### config.mk
export PLATFORM = sky130hd
export DESIGN_NAME = ipv4_text_token_matcher_core
export DESIGN_NICKNAME = d
export VERILOG_FILES = /design/src/design/ipv4tm_pkg.sv /design/src/design/ipv4tm_csr.sv /design/src/design/ipv4tm_token.sv /design/src/design/ipv4tm_core_unused_guard.sv /design/src/design/ipv4_text_token_matcher_core.sv
export SDC_FILE = /design/constraint.sdc
export NUM_CORES = 1
export LEC_CHECK = 0
export BUFFER_PORTS_ARGS = -buffer_cell sky130_fd_sc_hd__buf_2
export CELL_PAD_IN_SITES_DETAIL_PLACEMENT = 2
export CELL_PAD_IN_SITES_GLOBAL_PLACEMENT = 2
export CORE_MARGIN = 2
export CORE_UTILIZATION = 33
export CTS_BUF_LIST = sky130_fd_sc_hd__clkbuf_16
export DETAILED_ROUTE_END_ITERATION = 8
export MAX_ROUTING_LAYER = met4
export PLACE_DENSITY = 0.95
export SYNTH_ARGS = -nofsm -noshare
export SYNTH_HDL_FRONTEND = slang
export SYNTH_HIERARCHICAL = 1
export SYNTH_SLANG_ARGS = --single-unit
### constraint.sdc
create_clock -name clock -period 9.15 [get_ports clock]
set_clock_uncertainty 0.15 [all_clocks]
set_input_delay 1.83 -clock clock [delete_from_list [all_inputs] [get_ports clock]]
set_output_delay 1.83 -clock clock [all_outputs]
set_load 0.05 [all_outputs]
### src/design/ipv4tm_pkg.sv
// ----------------------------------------------------------------------------
// ipv4tm_pkg
// Types and constants shared by the IPv4 text token matcher.
// ----------------------------------------------------------------------------
`default_nettype none

package ipv4tm_pkg;

   localparam int CSR_ADDR_WIDTH = 3;

   // register index, taken from paddr[2]
   localparam logic REG_PREFIX_MODE = 1'b0;

   localparam logic [7:0]  CHAR_ZERO  = 8'h30;
   localparam logic [7:0]  CHAR_NINE  = 8'h39;
   localparam logic [7:0]  CHAR_DOT   = 8'h2E;
   localparam logic [7:0]  CHAR_SLASH = 8'h2F;

   localparam logic [11:0] OCTET_MAX  = 12'd255;
   localparam logic [8:0]  LENGTH_MAX = 9'd32;
   localparam logic [1:0]  DOTS_MAX   = 2'd3;
   localparam logic [2:0]  OCTETS_ALL = 3'd4;

   typedef enum logic [2:0] {
      PH_START,
      PH_DIGIT,
      PH_DOT,
      PH_SLASH,
      PH_PLEN
   } phase_type;

   typedef enum logic [1:0] {
      VERDICT_FAIL,
      VERDICT_INCOMPLETE,
      VERDICT_FULL
   } verdict_type;

   typedef struct packed {
      phase_type   phase;
      logic [7:0]  octet_value;
      logic [1:0]  dot_count;
      logic [2:0]  octet_count;
      logic [5:0]  length_value;
      logic        failed;
   } token_type;

   localparam token_type TOKEN_CLEAR = '{
      phase:        PH_START,
      octet_value:  8'd0,
      dot_count:    2'd0,
      octet_count:  3'd0,
      length_value: 6'd0,
      failed:       1'b0
   };

endpackage

`default_nettype wire

### src/design/ipv4tm_csr.sv
// ----------------------------------------------------------------------------
// ipv4tm_csr
// APB register block holding the prefix mode setting.
// ----------------------------------------------------------------------------
`default_nettype none

module ipv4tm_csr (
   input  wire logic                                 clock,
   input  wire logic                                 reset,
   input  wire logic                                 csr_psel,
   input  wire logic                                 csr_penable,
   input  wire logic                                 csr_pwrite,
   input  wire logic [ipv4tm_pkg::CSR_ADDR_WIDTH-1:0] csr_paddr,
   input  wire logic [31:0]                          csr_pwdata,
   output logic [31:0]                               csr_prdata,
   output logic                                      csr_pready,
   output logic                                      prefix_mode
);

   logic prefix_mode_ff;
   logic prefix_mode_in;
   logic wr_en;

   assign csr_pready = 1'b1;
   assign wr_en      = csr_psel & csr_penable & csr_pwrite & csr_pready;

   always_comb begin
      prefix_mode_in = prefix_mode_ff;
      if (wr_en && (csr_paddr[2] == ipv4tm_pkg::REG_PREFIX_MODE)) begin
         prefix_mode_in = csr_pwdata[0];
      end
   end

   always_ff @(posedge clock) begin
      if (reset) begin
         prefix_mode_ff <= 1'b0;
      end else begin
         prefix_mode_ff <= prefix_mode_in;
      end
   end

   always_comb begin
      csr_prdata = 32'd0;
      if (csr_paddr[2] == ipv4tm_pkg::REG_PREFIX_MODE) begin
         csr_prdata = {31'd0, prefix_mode_ff};
      end
   end

   assign prefix_mode = prefix_mode_ff;

endmodule

`default_nettype wire

### src/design/ipv4tm_token.sv
// ----------------------------------------------------------------------------
// ipv4tm_token
// Token state and per-character update with verdict.
// ----------------------------------------------------------------------------
`default_nettype none

module ipv4tm_token (
   input  wire logic            clock,
   input  wire logic            reset,
   input  wire logic            step_en,
   input  wire logic [7:0]      char_code,
   input  wire logic            token_end,
   input  wire logic            prefix_mode,
   output ipv4tm_pkg::verdict_type verdict,
   output ipv4tm_pkg::token_type   token_state
);

   ipv4tm_pkg::token_type tok_ff;
   ipv4tm_pkg::token_type tok_in;
   ipv4tm_pkg::token_type tok_next;

   logic        is_digit;
   logic [3:0]  digit;
   logic [11:0] octet_sum;
   logic [8:0]  length_sum;

   assign is_digit   = (char_code >= ipv4tm_pkg::CHAR_ZERO) &&
                       (char_code <= ipv4tm_pkg::CHAR_NINE);
   assign digit      = is_digit ? 4'(char_code - ipv4tm_pkg::CHAR_ZERO) : 4'd0;
   assign octet_sum  = ({4'd0, tok_ff.octet_value} << 3) +
                       ({4'd0, tok_ff.octet_value} << 1) + {8'd0, digit};
   assign length_sum = ({3'd0, tok_ff.length_value} << 3) +
                       ({3'd0, tok_ff.length_value} << 1) + {5'd0, digit};

   always_comb begin
      tok_next = tok_ff;
      if (!tok_ff.failed) begin
         unique case (tok_ff.phase) inside
            ipv4tm_pkg::PH_START, ipv4tm_pkg::PH_DOT: begin
               if (!is_digit) begin
                  tok_next.failed = 1'b1;
               end else begin
                  tok_next.octet_value = {4'd0, digit};
                  tok_next.octet_count = tok_ff.octet_count + 3'd1;
                  tok_next.phase       = ipv4tm_pkg::PH_DIGIT;
               end
            end
            ipv4tm_pkg::PH_DIGIT: begin
               if (char_code == ipv4tm_pkg::CHAR_DOT) begin
                  if (tok_ff.dot_count >= ipv4tm_pkg::DOTS_MAX) begin
                     tok_next.failed = 1'b1;
                  end else begin
                     tok_next.dot_count = tok_ff.dot_count + 2'd1;
                     tok_next.phase     = ipv4tm_pkg::PH_DOT;
                  end
               end else if (char_code == ipv4tm_pkg::CHAR_SLASH && prefix_mode) begin
                  tok_next.phase = ipv4tm_pkg::PH_SLASH;
               end else if (is_digit) begin
                  if (octet_sum > ipv4tm_pkg::OCTET_MAX) begin
                     tok_next.failed = 1'b1;
                  end else begin
                     tok_next.octet_value = octet_sum[7:0];
                  end
               end else begin
                  tok_next.failed = 1'b1;
               end
            end
            ipv4tm_pkg::PH_SLASH: begin
               if (!is_digit) begin
                  tok_next.failed = 1'b1;
               end else begin
                  tok_next.length_value = {2'd0, digit};
                  tok_next.phase        = ipv4tm_pkg::PH_PLEN;
               end
            end
            ipv4tm_pkg::PH_PLEN: begin
               if (!is_digit || (length_sum > ipv4tm_pkg::LENGTH_MAX)) begin
                  tok_next.failed = 1'b1;
               end else begin
                  tok_next.length_value = length_sum[5:0];
               end
            end
            default: begin
               tok_next.failed = 1'b1;
            end
         endcase
      end
   end

   always_comb begin
      verdict = ipv4tm_pkg::VERDICT_INCOMPLETE;
      if (tok_next.failed) begin
         verdict = ipv4tm_pkg::VERDICT_FAIL;
      end else if (tok_next.octet_count == ipv4tm_pkg::OCTETS_ALL) begin
         if ((!prefix_mode && tok_next.phase == ipv4tm_pkg::PH_DIGIT) ||
             (prefix_mode && tok_next.phase == ipv4tm_pkg::PH_PLEN)) begin
            verdict = ipv4tm_pkg::VERDICT_FULL;
         end
      end
   end

   always_comb begin
      tok_in = tok_ff;
      if (step_en) begin
         tok_in = token_end ? ipv4tm_pkg::TOKEN_CLEAR : tok_next;
      end
   end

   always_ff @(posedge clock) begin
      if (reset) begin
         tok_ff <= ipv4tm_pkg::TOKEN_CLEAR;
      end else begin
         tok_ff <= tok_in;
      end
   end

   assign token_state = tok_ff;

endmodule

`default_nettype wire

### src/design/ipv4tm_core_unused_guard.sv
// ----------------------------------------------------------------------------
// ipv4tm_skid
// Input holding register with valid flag and stall control.
// ----------------------------------------------------------------------------
`default_nettype none

module ipv4tm_skid (
   input  wire logic       clock,
   input  wire logic       reset,
   input  wire logic       req_tvalid,
   output logic            req_tready,
   input  wire logic [7:0] req_tdata,
   input  wire logic       req_tlast,
   input  wire logic       advance,
   output logic            hold_valid,
   output logic [7:0]      hold_char,
   output logic            hold_last
);

   logic       valid_ff;
   logic       valid_in;
   logic [7:0] char_ff;
   logic       last_ff;

   assign req_tready = !valid_ff || advance;

   always_comb begin
      valid_in = valid_ff;
      if (req_tvalid && req_tready) begin
         valid_in = 1'b1;
      end else if (advance) begin
         valid_in = 1'b0;
      end
   end

   always_ff @(posedge clock) begin
      if (reset) begin
         valid_ff <= 1'b0;
      end else begin
         valid_ff <= valid_in;
      end
   end

   always_ff @(posedge clock) begin
      if (req_tvalid && req_tready) begin
         char_ff <= req_tdata;
         last_ff <= req_tlast;
      end
   end

   assign hold_valid = valid_ff;
   assign hold_char  = char_ff;
   assign hold_last  = last_ff;

endmodule

`default_nettype wire

### src/design/ipv4_text_token_matcher_core.sv
// ----------------------------------------------------------------------------
// ipv4_text_token_matcher_core
// Dotted-decimal IPv4 address / prefix checker over a character stream.
// ----------------------------------------------------------------------------
// Takes one character per cycle while req_tready is high and returns one
// verdict per character (fail, incomplete, full) from the result register,
// with tlast copied through. Throughput is one transaction per cycle while
// rsp_tready holds; the limit is the token state update. An input register
// and a result register separate the two sides, so a stalled result stops
// the next character from being taken only once the input register is full.
// Write prefix_mode only while no transaction is in flight; a change inside a token is allowed.
`default_nettype none

module ipv4_text_token_matcher_core (
   input  wire logic                                 clock,
   input  wire logic                                 reset,
   input  wire logic                                 req_tvalid,
   output logic                                      req_tready,
   input  wire logic [7:0]                           req_tdata,   // [7:0] char_code
   input  wire logic                                 req_tlast,   // token_end
   output logic                                      rsp_tvalid,
   input  wire logic                                 rsp_tready,
   output logic [7:0]                                rsp_tdata,   // [1:0] verdict, rest 0
   output logic                                      rsp_tlast,   // final_flag
   input  wire logic                                 csr_psel,
   input  wire logic                                 csr_penable,
   input  wire logic                                 csr_pwrite,
   input  wire logic [ipv4tm_pkg::CSR_ADDR_WIDTH-1:0] csr_paddr,
   input  wire logic [31:0]                          csr_pwdata,
   output logic [31:0]                               csr_prdata,
   output logic                                      csr_pready
);

   logic                    prefix_mode;
   logic                    advance;
   logic                    hold_valid;
   logic [7:0]              hold_char;
   logic                    hold_last;
   ipv4tm_pkg::verdict_type verdict;
   ipv4tm_pkg::token_type   token_state;

   logic                    out_valid_ff;
   logic                    out_valid_in;
   ipv4tm_pkg::verdict_type out_verdict_ff;
   logic                    out_last_ff;

   ipv4tm_csr u_csr (
      .clock       (clock),
      .reset       (reset),
      .csr_psel    (csr_psel),
      .csr_penable (csr_penable),
      .csr_pwrite  (csr_pwrite),
      .csr_paddr   (csr_paddr),
      .csr_pwdata  (csr_pwdata),
      .csr_prdata  (csr_prdata),
      .csr_pready  (csr_pready),
      .prefix_mode (prefix_mode)
   );

   ipv4tm_skid u_skid (
      .clock      (clock),
      .reset      (reset),
      .req_tvalid (req_tvalid),
      .req_tready (req_tready),
      .req_tdata  (req_tdata),
      .req_tlast  (req_tlast),
      .advance    (advance),
      .hold_valid (hold_valid),
      .hold_char  (hold_char),
      .hold_last  (hold_last)
   );

   assign advance = hold_valid && (!out_valid_ff || rsp_tready);

   ipv4tm_token u_token (
      .clock       (clock),
      .reset       (reset),
      .step_en     (advance),
      .char_code   (hold_char),
      .token_end   (hold_last),
      .prefix_mode (prefix_mode),
      .verdict     (verdict),
      .token_state (token_state)
   );

   always_comb begin
      out_valid_in = out_valid_ff;
      if (advance) begin
         out_valid_in = 1'b1;
      end else if (rsp_tready) begin
         out_valid_in = 1'b0;
      end
   end

   always_ff @(posedge clock) begin
      if (reset) begin
         out_valid_ff <= 1'b0;
      end else begin
         out_valid_ff <= out_valid_in;
      end
   end

   always_ff @(posedge clock) begin
      if (advance) begin
         out_verdict_ff <= verdict;
         out_last_ff    <= hold_last;
      end
   end

   assign rsp_tvalid = out_valid_ff;
   assign rsp_tdata  = {6'd0, out_verdict_ff};
   assign rsp_tlast  = out_last_ff;

   // token state is clear after the last character moves on
   assert property (@(posedge clock) disable iff (reset)
      (advance && hold_last) |=> (token_state == ipv4tm_pkg::TOKEN_CLEAR))
      else $error("token state not cleared after last character");

   // a sticky failure yields a fail verdict
   assert property (@(posedge clock) disable iff (reset)
      (advance && token_state.failed) |=>
         (out_verdict_ff == ipv4tm_pkg::VERDICT_FAIL))
      else $error("failed token produced non-fail verdict");

   // full verdict needs four octets begun
   assert property (@(posedge clock) disable iff (reset)
      (advance && !hold_last && verdict == ipv4tm_pkg::VERDICT_FULL) |=>
         (token_state.octet_count == ipv4tm_pkg::OCTETS_ALL))
      else $error("full verdict without four octets");

endmodule

`default_nettype wire

==> results.cfg, run 1 <==
[status]
status = complete, no violations

[clock_network]
clkTransAtPathRegs_ns = 0.06
cts_resized = 0
h-tree-depth = 2
clockBufferDepth = 2
cts-root-buf = clkbuf_16
clock_latency_ns = 0.27
postCtsSetupRepairBufs = 0
numCtsBuffers = 5
ctsHoldBuffers = 0
clock-sinks = 38
cts_tree = built

[sta]
fin_crit_ns = 4.987
rsz0062_at_grt = false
setup_violations = 0
hold_ws_ns = 0.3409
slew_headroom_pct = 40.37
fmax_mhz = 200.5
hold_violations = 0
maxSlewViolCount = 0
tightest_slew_ns = 0.8877
tns_ns = 0
fin_crit_sh_pct = 54.51

[worst_setup_path]
crit_chain = o21ai_0 > and3_1 > nand2_1 > inv_1 > fa_1 > fa_1 > nor4_1 > nand2_1 > maj3_1 > o2bb2ai_1 > a21oi_1 > a311oi_2 > nor2b_1
end_kind = flip-flop
start_kind = flip-flop
critPathMaxFanout = 6
cp_top_family = compound AO/OA/AOI/OAI gates
cp_data_arrival_time_ns = 4.97
crit_type = flip-flop to flip-flop
cp_num_buf_inv = 1
cp_data_required_time_ns = 9.14
cpMaxStageDelayCell = fa_1
critPathMaxStageDelay_ns = 0.54

[layout]
antenna_cells = 0
postLayoutCellArea_um2 = 3291
final_cells = 467
syn_to_final_growth_pct = 6.435
num-nets-final = 438
drive_above_1_share_pct = 13.76

[grt]
grt_pass1_wl_mm = 15.02
grt_overflow = 0
gr-usage-all-layers_pct = 19.45
grt_max_degree = 26
grt_pass1_vias = 2793
antenna_found_initial = 0

[place]
dp.cells = 459
place_congestion = 0.7612
io_buffer_count = 23
place_area_um2 = 3153
hpwl_mm = 6.649

[floorplan]
ioPinCount = 95
core-area_um2 = 9153
row_count = 35
dieArea_um2 = 10160
initial_core_util_pct = 33.78
dieHeight_um = 100.8
die_w_um = 100.8

[logic_synthesis]
async_flop_share_pct = 0
ys.flop_type = dfxtp_1
synth-seq-cells = 38
ys_seq_area_share_pct = 28.49
avgSynthCellArea_um2 = 9.202
ys_types = 66
synth_area_leader_cell = dfxtp_1
synthCells = 336
ys.warnings.count = 6
synth_area_leaders = dfxtp_1 17%, ha_1 12%, edfxtp_1 12%
synth_top_cell_area_share_pct = 16.84
syn_area_um2 = 3092
synth-edff-count = 12

[route]
wire_per_inst_um = 19.46
postRouteAntennaNets = 0
first_iter_violations = 66
num_vias = 2537
dr.pass1.iters = 4
via_per_inst = 5.433
drc = 0
wirelength_mm = 9.087

[power_and_ir_drop]
totalPowerFinal_uw = 416.5
ir_worst_vdd_mv = 0.08908
p_leak_nw = 1.434
power.density_nw_per_um2 = 126.6

[run]
drv_cap = 0

[min_path]
hold_path.class = flip-flop to flip-flop
## area by class of cell
cell class | instances | area, µm²
fillers | 997 | 5862
multi-input cells | 271 | 1958
flip-flops and latches | 38 | 880.8
well taps | 111 | 138.9
clock buffers | 5 | 125.1
repair buffers | 23 | 115.1
inverters | 16 | 60.06
clock inverters | 3 | 12.51
## final timing paths
check        depth (start not counted)               startpoint                 endpoint  slack, ns
max                                 13      u_skid/hold_char[2]        out_verdict_ff[0]       4.16
min                                  2  u_token/token_state[10]  u_token/token_state[10]       0.34
max reg2reg                         13      u_skid/hold_char[2]        out_verdict_ff[0]       4.16
min reg2reg                          2  u_token/token_state[10]  u_token/token_state[10]       0.34
## through the flow
stage	worst slack, ns	utilization [%]
4_1_cts	4.134	35.95
3_5_place_dp	4.422	34.45
2_1_floorplan	4.803	-
5_1_grt	3.896	35.95
6_report	4.163	35.95
3_3_place_gp	4.468	34.45
## tightest hold or removal path, stage by stage (launching register included)
cell and delay [ns]:
dfxtp_1 0.32, nand2_1 0.06, a21oi_1 0.06
## power breakdown
part	internal, mW	leakage [nW]	switching (mW)
Sequential	0.179	0.326	0.00643
Clock	0.0984	0.0724	0.0632
Combinational	0.0125	1.04	0.0568
## state kept, by name, indices dropped and copies added (netlist names)
name	count
u_token/token_state	23
u_skid/hold_last	1
out_verdict_ff	2
u_skid/hold_char	8
rsp_tlast	1
rsp_tvalid	1
u_skid/hold_valid	1
u_csr/prefix_mode	1
## cell usage after synthesis (2+ instances only)
cell and count:
o211ai_1 2, a311oi_2 2, o22ai_1 5, dfxtp_1 26, or3_1 4, edfxtp_1 12
and2_1 3, o21ai_0 13, mux2i_1 10, nand3_1 5, clkbuf_1 6, ha_1 29
xor2_1 3, conb_1 3, buf_4 38, and3_1 2, nand4b_1 2, nor4_1 2
o2bb2ai_1 4, a211oi_2 2, a21oi_2 2, o21a_1 3, mux2_2 2, nand4_1 3
nand2_1 16, o311a_1 2, nand3b_1 2, nand2b_1 9, nor2_1 17, and2_4 2
nor2b_1 6, a21o_1 6, inv_1 16, nand2b_4 2, xnor2_1 5, nor3b_1 3
a211oi_1 6, a21oi_1 20, nor3_1 12, fa_1 3
## cells in the final DEF (no fill, tap or decap), types with 3 or more instances in the layout
cell type	Yosys	layout
a211oi_1	6	6
a21o_1	6	6
a21oi_1	20	20
and2_1	3	3
buf_2	1	23
clkbuf_16	0	5
conb_1	3	38
dfxtp_1	26	26
edfxtp_1	12	12
fa_1	3	3
ha_1	29	29
inv_1	16	17
mux2i_1	10	10
nand2_1	16	16
nand2b_1	9	9
nand3_1	5	5
nand4_1	3	3
nor2_1	17	17
nor2b_1	6	6
nor3_1	12	12
nor3b_1	3	3
o21a_1	3	3
o21ai_0	13	13
o22ai_1	5	5
o2bb2ai_1	4	4
or3_1	4	4
xnor2_1	5	5
xor2_1	3	3
## logic make-up after synthesis
| group | Yosys count | synth area share, % |
|---|---|---|
| AND/OR/NAND/NOR | 99 | 19.02 |
| AO/OA/AOI/OAI | 81 | 19.47 |
| buffers and inverters | 62 | 12.42 |
| flip-flops | 38 | 28.49 |
| adder cells (fa/ha/maj) | 33 | 14.00 |
| multiplexers | 12 | 3.966 |
| XOR/XNOR | 8 | 2.266 |
| other | 3 | 0.3642 |
## layer usage
layer	global-route usage [%]	wire [µm]	vias up
met4	6.112	195	0
met1	22.05	3589	1262
met5	-	0	-
met2	35.95	5001	69
li1	-	-	1190
met3	1.734	301	16
(Power assumes the default switching activity.)
==> inputs of run 2 (changes only) <==
--- a/config.mk
+++ b/config.mk
@@ -5,15 +5,16 @@
 export SDC_FILE = /design/constraint.sdc
 export NUM_CORES = 1
 export LEC_CHECK = 0
+export ABC_AREA = 1
 export BUFFER_PORTS_ARGS = -buffer_cell sky130_fd_sc_hd__buf_2
 export CELL_PAD_IN_SITES_DETAIL_PLACEMENT = 2
 export CELL_PAD_IN_SITES_GLOBAL_PLACEMENT = 2
 export CORE_MARGIN = 2
-export CORE_UTILIZATION = 33
+export CORE_UTILIZATION = 28
 export CTS_BUF_LIST = sky130_fd_sc_hd__clkbuf_16
 export DETAILED_ROUTE_END_ITERATION = 8
 export MAX_ROUTING_LAYER = met4
-export PLACE_DENSITY = 0.95
+export PLACE_DENSITY = 0.92
 export SYNTH_ARGS = -nofsm -noshare
 export SYNTH_HDL_FRONTEND = slang
 export SYNTH_HIERARCHICAL = 1
==> constraint.sdc (replaced) <==
create_clock -name clock -period 4.7 [get_ports clock]
set_clock_uncertainty 0.15 [all_clocks]
set_input_delay 0.94 -clock clock [delete_from_list [all_inputs] [get_ports clock]]
set_output_delay 0.94 -clock clock [all_outputs]
set_load 0.05 [all_outputs]
==> results.cfg, run 2 <==
[status]
status = complete, no violations

[clock_network]
clock-sinks = 38
h-tree-depth = 2
ctsHoldBuffers = 0
clockBufferDepth = 2
clock_latency_ns = 0.28
cts_tree = built
numCtsBuffers = 5
clkTransAtPathRegs_ns = 0.06
cts-root-buf = clkbuf_16
postCtsSetupRepairBufs = 0
cts_resized = 0

[layout]
antenna_cells = 0
largest_reg_flops = 23
postLayoutCellArea_um2 = 3437
drive_above_1_share_pct = 11.58
fillers = 1340
mostFrequentLayoutCells = 99 x nand2_1, 55 x nor2_1, 52 x inv_1
final_common_cell = nand2_1
num-nets-final = 557
final_cells = 615
syn_to_final_growth_pct = 7.853

[power_and_ir_drop]
ir_worst_vdd_mv = 0.1231
power.internal_uw = 598.4
power.density_nw_per_um2 = 266.4
p_seq_share_pct = 40.6
netSwitchingPower_uw = 317.3
p_sw_share_pct = 34.65
pwr-share-comb_pct = 24.0
p_leak_nw = 1.749
p_clk_share_pct = 35.4

[logic_synthesis]
avgSynthCellArea_um2 = 7.066
async_flop_share_pct = 0
synth_top_cell_area_share_pct = 16.33
syn_area_um2 = 3187
ys_seq_area_share_pct = 27.64
yosys-top-cells-count = 99 x nand2_1, 55 x nor2_1, 51 x inv_1
ys.flop_type = dfxtp_1
ys_types = 40
synth_area_leader_cell = dfxtp_1
yosysMostFrequentCell = nand2_1
synth_area_leaders = dfxtp_1 16%, nand2_1 12%, ha_1 11%
synthCells = 451
synth-seq-cells = 38
synth-edff-count = 12
ys.warnings.count = 6

[min_path]
min_path_cells = 2
hold_path.class = flip-flop to flip-flop

[sta]
fin_crit_ns = 4.031
fin_crit_sh_pct = 85.77
tns_ns = 0
rsz0062_at_grt = false
slew_headroom_pct = 42.02
fmax_mhz = 248.1
hold_violations = 0
setup_violations = 0
hold_ws_ns = 0.3438
tightest_slew_ns = 0.8697
maxSlewViolCount = 0
setup_ws_ns = 0.6687

[run]
drv_cap = 0

[place]
hpwl_mm = 7.380
io_buffer_count = 23
place_ws_ns = 0.7766
dp.cells = 607
place_area_um2 = 3299
place_congestion = 0.7955

[grt]
grt_pass1_wl_mm = 16.05
grt_max_degree = 15
antenna_found_initial = 0
grt_overflow = 0
grt_pass1_vias = 3316
gr-usage-all-layers_pct = 16.14

[worst_setup_path]
r2r_setup_slack_ns = 0.67
crit_type = flip-flop to flip-flop
cp_data_arrival_time_ns = 4.10
end_kind = flip-flop
cp_data_required_time_ns = 4.77
start_kind = flip-flop
rr_worst_depth = 22
critPathMaxFanout = 12

[route]
wirelength_mm = 9.393
num_vias = 2937
drc = 0
postRouteAntennaNets = 0
via_per_inst = 4.776
first_iter_violations = 49
wire_per_inst_um = 15.27
dr.pass1.iters = 4

[floorplan]
ioPinCount = 95
dieHeight_um = 110.7
die_w_um = 110.7
core-area_um2 = 10980
initial_core_util_pct = 29.02
dieArea_um2 = 12250
row_count = 38
==> run 2: cell count changes after synthesis, moves of 7 or more <==
cell	change
nand2_1	+83
nor2_1	+38
inv_1	+35
nand3_1	+32
mux2i_1	-10
nand2b_1	-9
nor3_1	-9
a21oi_1	+8
a22oi_1	+7
nor2_2	+7
==> run 2: path summary, 6_finish.rpt <==
path                                              start                 endpoint
worst max-delay path                u_skid/hold_char[6]  u_token/token_state[17]
worst min-delay path            u_token/token_state[11]  u_token/token_state[11]
worst max register to register      u_skid/hold_char[6]  u_token/token_state[17]
worst min register to register  u_token/token_state[11]  u_token/token_state[11]
==> run 2: logic make-up after synthesis <==
logic type	Yosys count	share of synthesized area, %
fa+ha+maj	32	13.27
flops	38	27.64
buf+inv	98	16.45
other cells	3	0.3533
xor+xnor	6	1.649
compound gates	57	11.43
simple gates	217	29.21
==> run 2: final cells by class <==
type                       count  area [µm²]  share of cell area (%)
timing repair buffer          24       122.6                   3.568
tap                          140       175.2                   5.096
sequential                    38       880.8                   25.63
clock buffer                   5       125.1                   3.640
clock inverter                 3       12.51                  0.3640
inverter                      55       207.7                   6.043
multi-input combinational    350        1913                   55.66
==> run 2: critical path, cell delays in order, from the launching register on <==
cell and delay [ns]:
edfxtp_1 0.35, nor2_1 0.14, nand3_1 0.12, nor2_2 0.12, buf_4 0.21, inv_2 0.11
nor2_1 0.33, ha_1 0.31, ha_1 0.27, fa_1 0.43, nand3_1 0.10, nand2_1 0.12
nand2_1 0.11, nand2_1 0.06, nand2_1 0.07, nand2_1 0.06, nor2_2 0.16, nand3_1 0.13
nand2_2 0.20, nand2_2 0.11, clkinv_2 0.14, nor2_1 0.07, nor2_1 0.10
==> run 2: power groups by stage <==
| stage | Clock (mW) | Combinational, mW | Sequential, mW |
|---|---|---|---|
| 2_1_floorplan | 0 | 0.193 | 0.380 |
| 3_3_place_gp | 0 | 0.204 | 0.378 |
| 3_5_place_dp | 0 | 0.216 | 0.380 |
| 4_1_cts | 0.332 | 0.219 | 0.373 |
| 5_1_grt | 0.350 | 0.240 | 0.375 |
| 6_report | 0.324 | 0.219 | 0.372 |
==> run 2: layer usage <==
layer  global-route usage (%)  vias up  share of wire (%)  wire length [µm]
met5                        -        -                  0                 0
met2                    29.57       56                 53              4977
met1                    18.59     1429                 43              4028
li1                         -     1437                  -                 -
met3                    1.859       15                2.5               232
met4                    4.500        0                1.7               155
==> run 2: per-stage QoR <==
step	total power [mW]	util (%)
detailed placement	0.5957	30.04
floorplan	0.5728	-
CTS	0.9247	31.29
finish	0.9158	31.29
global placement	0.5821	30.04
global route	0.9649	31.29
